--- src/rtl/sbfd_pkg.sv ---
`default_nettype none

package sbfd_pkg;

    localparam int unsigned BYTE_W       = 8;
    localparam int unsigned COUNT_W      = 5;
    localparam int unsigned CHAN_IDX_W   = 3;
    localparam int unsigned CHAN_VAL_W   = 11;
    localparam int unsigned KEPT_BYTES   = 10;
    localparam int unsigned KEPT_IDX_W   = $clog2(KEPT_BYTES);
    localparam int unsigned FRAME_LENGTH = 25;

    localparam logic [BYTE_W-1:0] START_BYTE_RESET = 8'h0F;

    // byte count at which each channel is complete
    localparam logic [COUNT_W:0] CH0_COUNT = 6'd3;
    localparam logic [COUNT_W:0] CH1_COUNT = 6'd4;
    localparam logic [COUNT_W:0] CH2_COUNT = 6'd6;
    localparam logic [COUNT_W:0] CH3_COUNT = 6'd7;
    localparam logic [COUNT_W:0] CH4_COUNT = 6'd8;
    localparam logic [COUNT_W:0] CH5_COUNT = 6'd10;

    typedef enum logic [CHAN_IDX_W-1:0] {
        CH_0 = 3'd0,
        CH_1 = 3'd1,
        CH_2 = 3'd2,
        CH_3 = 3'd3,
        CH_4 = 3'd4,
        CH_5 = 3'd5
    } chan_idx_t;

    typedef logic [BYTE_W-1:0] frame_byte_t;

    typedef struct packed {
        logic                  hit;
        chan_idx_t             index;
        logic [CHAN_VAL_W-1:0] value;
    } chan_result_t;

endpackage

`default_nettype wire

--- src/rtl/sbfd_unpack.sv ---
`default_nettype none

module sbfd_unpack (
    input  wire logic [sbfd_pkg::COUNT_W:0]  count_inc,
    input  wire logic [sbfd_pkg::BYTE_W-1:0] cur_byte,
    input  wire sbfd_pkg::frame_byte_t       frame_bytes [sbfd_pkg::KEPT_BYTES],
    output sbfd_pkg::chan_result_t           result
);
    import sbfd_pkg::*;

    // the byte in flight completes the channel, so it stands in for the last stored one
    always_comb
    begin
        result = '0;
        unique case (count_inc)
            CH0_COUNT:
            begin
                result.hit   = 1'b1;
                result.index = CH_0;
                result.value = {cur_byte[2:0], frame_bytes[1]};
            end
            CH1_COUNT:
            begin
                result.hit   = 1'b1;
                result.index = CH_1;
                result.value = {cur_byte[5:0], frame_bytes[2][7:3]};
            end
            CH2_COUNT:
            begin
                result.hit   = 1'b1;
                result.index = CH_2;
                result.value = {cur_byte[0], frame_bytes[4], frame_bytes[3][7:6]};
            end
            CH3_COUNT:
            begin
                result.hit   = 1'b1;
                result.index = CH_3;
                result.value = {cur_byte[3:0], frame_bytes[5][7:1]};
            end
            CH4_COUNT:
            begin
                result.hit   = 1'b1;
                result.index = CH_4;
                result.value = {cur_byte[6:0], frame_bytes[6][7:4]};
            end
            CH5_COUNT:
            begin
                result.hit   = 1'b1;
                result.index = CH_5;
                result.value = {cur_byte[1:0], frame_bytes[8], frame_bytes[7][7]};
            end
            default:
            begin
                result = '0;
            end
        endcase
    end

endmodule

`default_nettype wire

--- src/rtl/sbus_frame_channel_decoder.sv ---
// Frame channel decoder for an S.BUS-style serial stream. Received bytes enter on the rx
// channel, one per transaction; while idle the block waits for the start byte (programmed
// through the cfg channel, 0x0F after reset), then counts 25 frame bytes and goes idle again.
// Each of the first six 11-bit channels leaves on the ch channel, with its index, on the byte
// that completes it. A byte is taken every cycle unless it completes a channel while the
// result register is full and stalled. Each byte passes an input register, one short
// unpacking step and a result register; bytes that complete no channel never wait on it.

`default_nettype none

module sbus_frame_channel_decoder #(
    parameter int unsigned FRAME_LENGTH = sbfd_pkg::FRAME_LENGTH
) (
    input  wire logic                          clk,
    input  wire logic                          rst_n,
    input  wire logic                          cfg_valid,
    output      logic                          cfg_ready,
    input  wire logic [sbfd_pkg::BYTE_W-1:0]   start_byte,
    input  wire logic                          rx_valid,
    output      logic                          rx_stall,
    input  wire logic [sbfd_pkg::BYTE_W-1:0]   rx_byte,
    output      logic                          ch_valid,
    input  wire logic                          ch_stall,
    output      logic [sbfd_pkg::CHAN_IDX_W-1:0] channel_index,
    output      logic [sbfd_pkg::CHAN_VAL_W-1:0] channel_value
);
    import sbfd_pkg::*;

    localparam logic [COUNT_W:0] FRAME_LEN_C = (COUNT_W+1)'(FRAME_LENGTH);
    localparam logic [COUNT_W-1:0] KEPT_C    = COUNT_W'(KEPT_BYTES);

    logic [BYTE_W-1:0]     start_byte_reg;
    logic                  in_valid_reg;
    logic [BYTE_W-1:0]     in_byte_reg;
    logic [COUNT_W-1:0]    count_reg;
    logic [COUNT_W-1:0]    count_next;
    logic [COUNT_W:0]      count_inc;
    frame_byte_t           frame_bytes_reg [KEPT_BYTES];
    logic                  out_valid_reg;
    chan_idx_t             out_index_reg;
    logic [CHAN_VAL_W-1:0] out_value_reg;

    logic                  in_frame;
    logic                  out_free;
    logic                  advance;
    chan_result_t          result;

    assign cfg_ready = 1'b1;

    always_ff @(posedge clk or negedge rst_n)
    begin
        if (!rst_n)
        begin
            start_byte_reg <= START_BYTE_RESET;
        end
        else if (cfg_valid && cfg_ready)
        begin
            start_byte_reg <= start_byte;
        end
    end

    // a byte counts as frame data when a frame is open or it opens one
    assign in_frame  = (count_reg != '0) || (in_byte_reg == start_byte_reg);
    assign count_inc = {1'b0, count_reg} + (COUNT_W+1)'(1);
    assign count_next = (count_inc >= FRAME_LEN_C) ? '0 : count_inc[COUNT_W-1:0];

    sbfd_unpack u_unpack (
        .count_inc   (count_inc),
        .cur_byte    (in_byte_reg),
        .frame_bytes (frame_bytes_reg),
        .result      (result)
    );

    assign out_free = !out_valid_reg || !ch_stall;
    assign advance  = in_valid_reg && (out_free || !(in_frame && result.hit));
    assign rx_stall = in_valid_reg && !advance;

    always_ff @(posedge clk or negedge rst_n)
    begin
        if (!rst_n)
        begin
            in_valid_reg <= 1'b0;
        end
        else if (!rx_stall)
        begin
            in_valid_reg <= rx_valid;
        end
    end

    always_ff @(posedge clk)
    begin
        if (rx_valid && !rx_stall)
        begin
            in_byte_reg <= rx_byte;
        end
    end

    always_ff @(posedge clk or negedge rst_n)
    begin
        if (!rst_n)
        begin
            count_reg <= '0;
        end
        else if (advance && in_frame)
        begin
            count_reg <= count_next;
        end
    end

    // only the first bytes of the frame carry the decoded channels
    always_ff @(posedge clk)
    begin
        if (advance && in_frame && (count_reg < KEPT_C))
        begin
            frame_bytes_reg[count_reg[KEPT_IDX_W-1:0]] <= in_byte_reg;
        end
    end

    always_ff @(posedge clk or negedge rst_n)
    begin
        if (!rst_n)
        begin
            out_valid_reg <= 1'b0;
        end
        else if (advance && in_frame && result.hit)
        begin
            out_valid_reg <= 1'b1;
        end
        else if (!ch_stall)
        begin
            out_valid_reg <= 1'b0;
        end
    end

    always_ff @(posedge clk)
    begin
        if (advance && in_frame && result.hit)
        begin
            out_index_reg <= result.index;
            out_value_reg <= result.value;
        end
    end

    assign ch_valid      = out_valid_reg;
    assign channel_index = out_index_reg;
    assign channel_value = out_value_reg;

endmodule

`default_nettype wire
--- config.mk ---
export PLATFORM = sky130hd
export DESIGN_NAME = sbus_frame_channel_decoder
export DESIGN_NICKNAME = d
export VERILOG_FILES = /design/src/rtl/sbfd_pkg.sv /design/src/rtl/sbfd_unpack.sv /design/src/rtl/sbus_frame_channel_decoder.sv
export SDC_FILE = /design/constraint.sdc
export NUM_CORES = 1
export LEC_CHECK = 0
export BUFFER_PORTS_ARGS = -buffer_cell sky130_fd_sc_hd__buf_2
export CORE_ASPECT_RATIO = 0.5
export CORE_MARGIN = 1.5
export CORE_UTILIZATION = 40
export CTS_BUF_LIST = sky130_fd_sc_hd__clkbuf_16
export CTS_CLUSTER_SIZE = 28
export DETAILED_ROUTE_END_ITERATION = 12
export GPL_ROUTABILITY_DRIVEN = 0
export PLACE_DENSITY = 0.62
export RECOVER_POWER = 50
export SLEW_MARGIN = 5
export SYNTH_ARGS = -nofsm -noshare
export SYNTH_HDL_FRONTEND = slang
export SYNTH_HIERARCHICAL = 1
export SYNTH_SLANG_ARGS = --single-unit
--- constraint.sdc ---
create_clock -name clk -period 9.33 [get_ports clk]
set_input_delay 1.866 -clock clk [delete_from_list [all_inputs] [get_ports clk]]
set_output_delay 1.866 -clock clk [all_outputs]
set_load 0.02 [all_outputs]
==> key figures <==
CTS
  – Depth of the CTS H-tree: 3
  – CTS tree: yes
  – Post-CTS Setup Bufs: 0
  – Cts repair resizes: 0
  – Register clock-pin slew on the reported worst setup and hold paths: 0.06 ns
  – Post-CTS Hold Buffers: 0
  – Total clock sinks: 80
  – Clock root cell: clkbuf_16
  – CTS buffer count: 9
  – Clock buffer depth: 2
  – Clk Latency, worst-skew pair: 0.33 ns

Setup path
  – Worst reg2reg startpoint: count_reg[0]$_DFFE_PN0P_
  – Cells on worst reg2reg path: 9
  – Crit path max fanout: 33
  – Setup CP Type: reg2out
  – Element type at the critical path end: output pin
  – Worst Path Buf+Inv: 6
  – Worst path slowest cell: nor4b_1
  – WP depth: 11
  – Critical Path Start: count_reg[0]$_DFFE_PN0P_
  – Worst reg2reg endpoint: frame_bytes_reg[15]$_DFFE_PP_
  – FF-to-FF setup slack: 5.69 ns
  – Setup crit end: rx_stall
  – Crit-path cells: inv_1 -> ha_1 -> buf_4 -> inv_2 -> o21ai_0 -> nor4b_1 -> nand3_1 -> inv_1 -> nand3_1 -> inv_1 -> buf_2
  – CP max stage delay: 0.61 ns
  – Critical Path Start Type: register
  – Worst EP arrival: 3.34 ns
  – CP top delay family: buffers and inverters
  – Worst Path Required: 7.46 ns
  – Top cell by count, worst path: inv_1

Layout
  – Sequential cell area: 2330 um2
  – Footprint of the multi-input gates: 1310 um2
  – Final net count: 325
  – Final core occ: 0.488
  – Fillers: 783
  – N_diodes: 0
  – Non-filler cells, final: 422
  – Layout cells sized above 1: 0.236
  – Max reg flops: 43
  – P&R area growth vs syn: 15.7%
  – Final instance area: 4350 um2

Detailed routing
  – Post-route ant nets: 0
  – Final wirelength: 7.94 mm
  – Drt wl/cell: 18.8 um
  – DR iter-0 viols: 221
  – DR DRC count: 0
  – Initial DRT Pass Iterations: 4
  – Via count: 2,280
  – Vias/cell: 5.40

Logic synthesis
  – Syn avg cell area: 14.1 um2
  – Synth Instances: 267
  – Mapped Area: 3760 um2
  – Syn Nets: 292
  – Syn. warnings: 6

GRT
  – Largest net degree at the start of global routing: 34
  – Initial antenna violation count: 0
  – GR Util All Layers: 0.169
  – First-pass GRT wire length: 12.6 mm
  – Vias in the first global route: 2,277
  – Total gr overflow: 0

Placed design
  – Placed cell count: 406
  – PortBufs: 36
  – Post-DP Area: 4030 um2
  – Post-detail-place hpwl: 5.30 mm

Timing
  – Unrepaired setup endpoints after global routing: no
  – Final period util: 0.558
  – Skew final: 0.00424 ns
  – Tmin final: 5.21 ns
  – Setup TNS Final: 0 ns
  – Fin. max-slew vios: 0
  – Hold_ws: 0.528 ns
  – Worst-Margin Slew: 1.16 ns
  – Worst slew margin: 0.220
  – Final setup viols: 0
  – Hold Fails Final Rpt: 0
  – Max frequency: 0.192 GHz

Outcome
  – Status: complete, no violations

Die
  – Die Span Y: 71.6 um
  – Die width: 140 um
  – I/O Pins: 38
  – Die area: 10,000 um2
  – Core area: 8920 um2
  – FP Rows: 24
  – Initial Utilization: 0.422

Power and ir drop
  – Worst ir drop on vdd: 136 uV
  – P_leak: 1.59 nW
  – Pwr Density: 380 nW/um2

Hold path
  – Tightest Hold Check Type: reg2reg

Run
  – Max-cap violations: 0
[how the worst min path moves through the flow]
stage	startpoint	endpoint	slack, ns	depth (start not counted)
4_1_cts	ch_valid$_DFFE_PN0P_	ch_valid$_DFFE_PN0P_	0.53	1
3_3_place_gp	ch_valid$_DFFE_PN0P_	ch_valid$_DFFE_PN0P_	0.51	1
3_5_place_dp	ch_valid$_DFFE_PN0P_	ch_valid$_DFFE_PN0P_	0.51	1
5_1_grt	ch_valid$_DFFE_PN0P_	ch_valid$_DFFE_PN0P_	0.54	1
6_report	ch_valid$_DFFE_PN0P_	ch_valid$_DFFE_PN0P_	0.53	1
2_1_floorplan	start_byte_reg[5]$_DFFE_PN0P_	start_byte_reg[5]$_DFFE_PN0P_	0.50	1
[cell type report]
| class | count | share of cell area |
|---|---|---|
| Clock buffer | 9 | 0.0518 |
| Clock inverter | 7 | 0.0276 |
| Inverter | 8 | 0.00690 |
| Multi-Input combinational cell | 161 | 0.300 |
| Sequential cell | 80 | 0.536 |
| Tap cell | 117 | 0.0336 |
| Timing Repair Buffer | 40 | 0.0440 |
[power by group]
| part | switching [mW] | total, mW | leakage, nW | internal [mW] |
|---|---|---|---|---|
| Clock | 0.138 | 0.400 | 0.166 | 0.262 |
| Combinational | 0.436 | 0.693 | 0.654 | 0.258 |
| Sequential | 0.0587 | 0.558 | 0.775 | 0.500 |
| Total | 0.633 | 1.65 | 1.59 | 1.02 |
[routing by layer]
layer / wire [um] / track usage
met1: 3930 / 0.244
met2: 3460 / 0.250
met3: 514 / 0.0521
met4: 27 / 0.0456
met5: 0 / 0
[layout by cell type (no fill, tap or decap), types with 4 or more instances in the layout]
cell and n:
a22oi_1 7, and2_1 7, buf_2 21, buf_4 4, clkbuf_1 15, clkbuf_16 9
dfrtp_1 11, dfstp_2 4, edfxtp_1 65, ha_1 4, inv_1 6, mux2_1 7
mux2_2 9, mux2i_1 15, nand2_1 10, nand2b_1 6, nand3_1 17, nor2_1 9
nor3_1 4, o221ai_2 6, xnor2_1 4, xor2_1 8
[stage by stage]
step	power, mW	worst slack, ns
final	1.65	4.12
after global routing	1.75	3.67
after CTS	1.67	4.08
after detailed placement	1.26	4.44
after global placement	1.25	4.61
after floorplan	1.10	5.06
(Power assumes the default switching activity.)
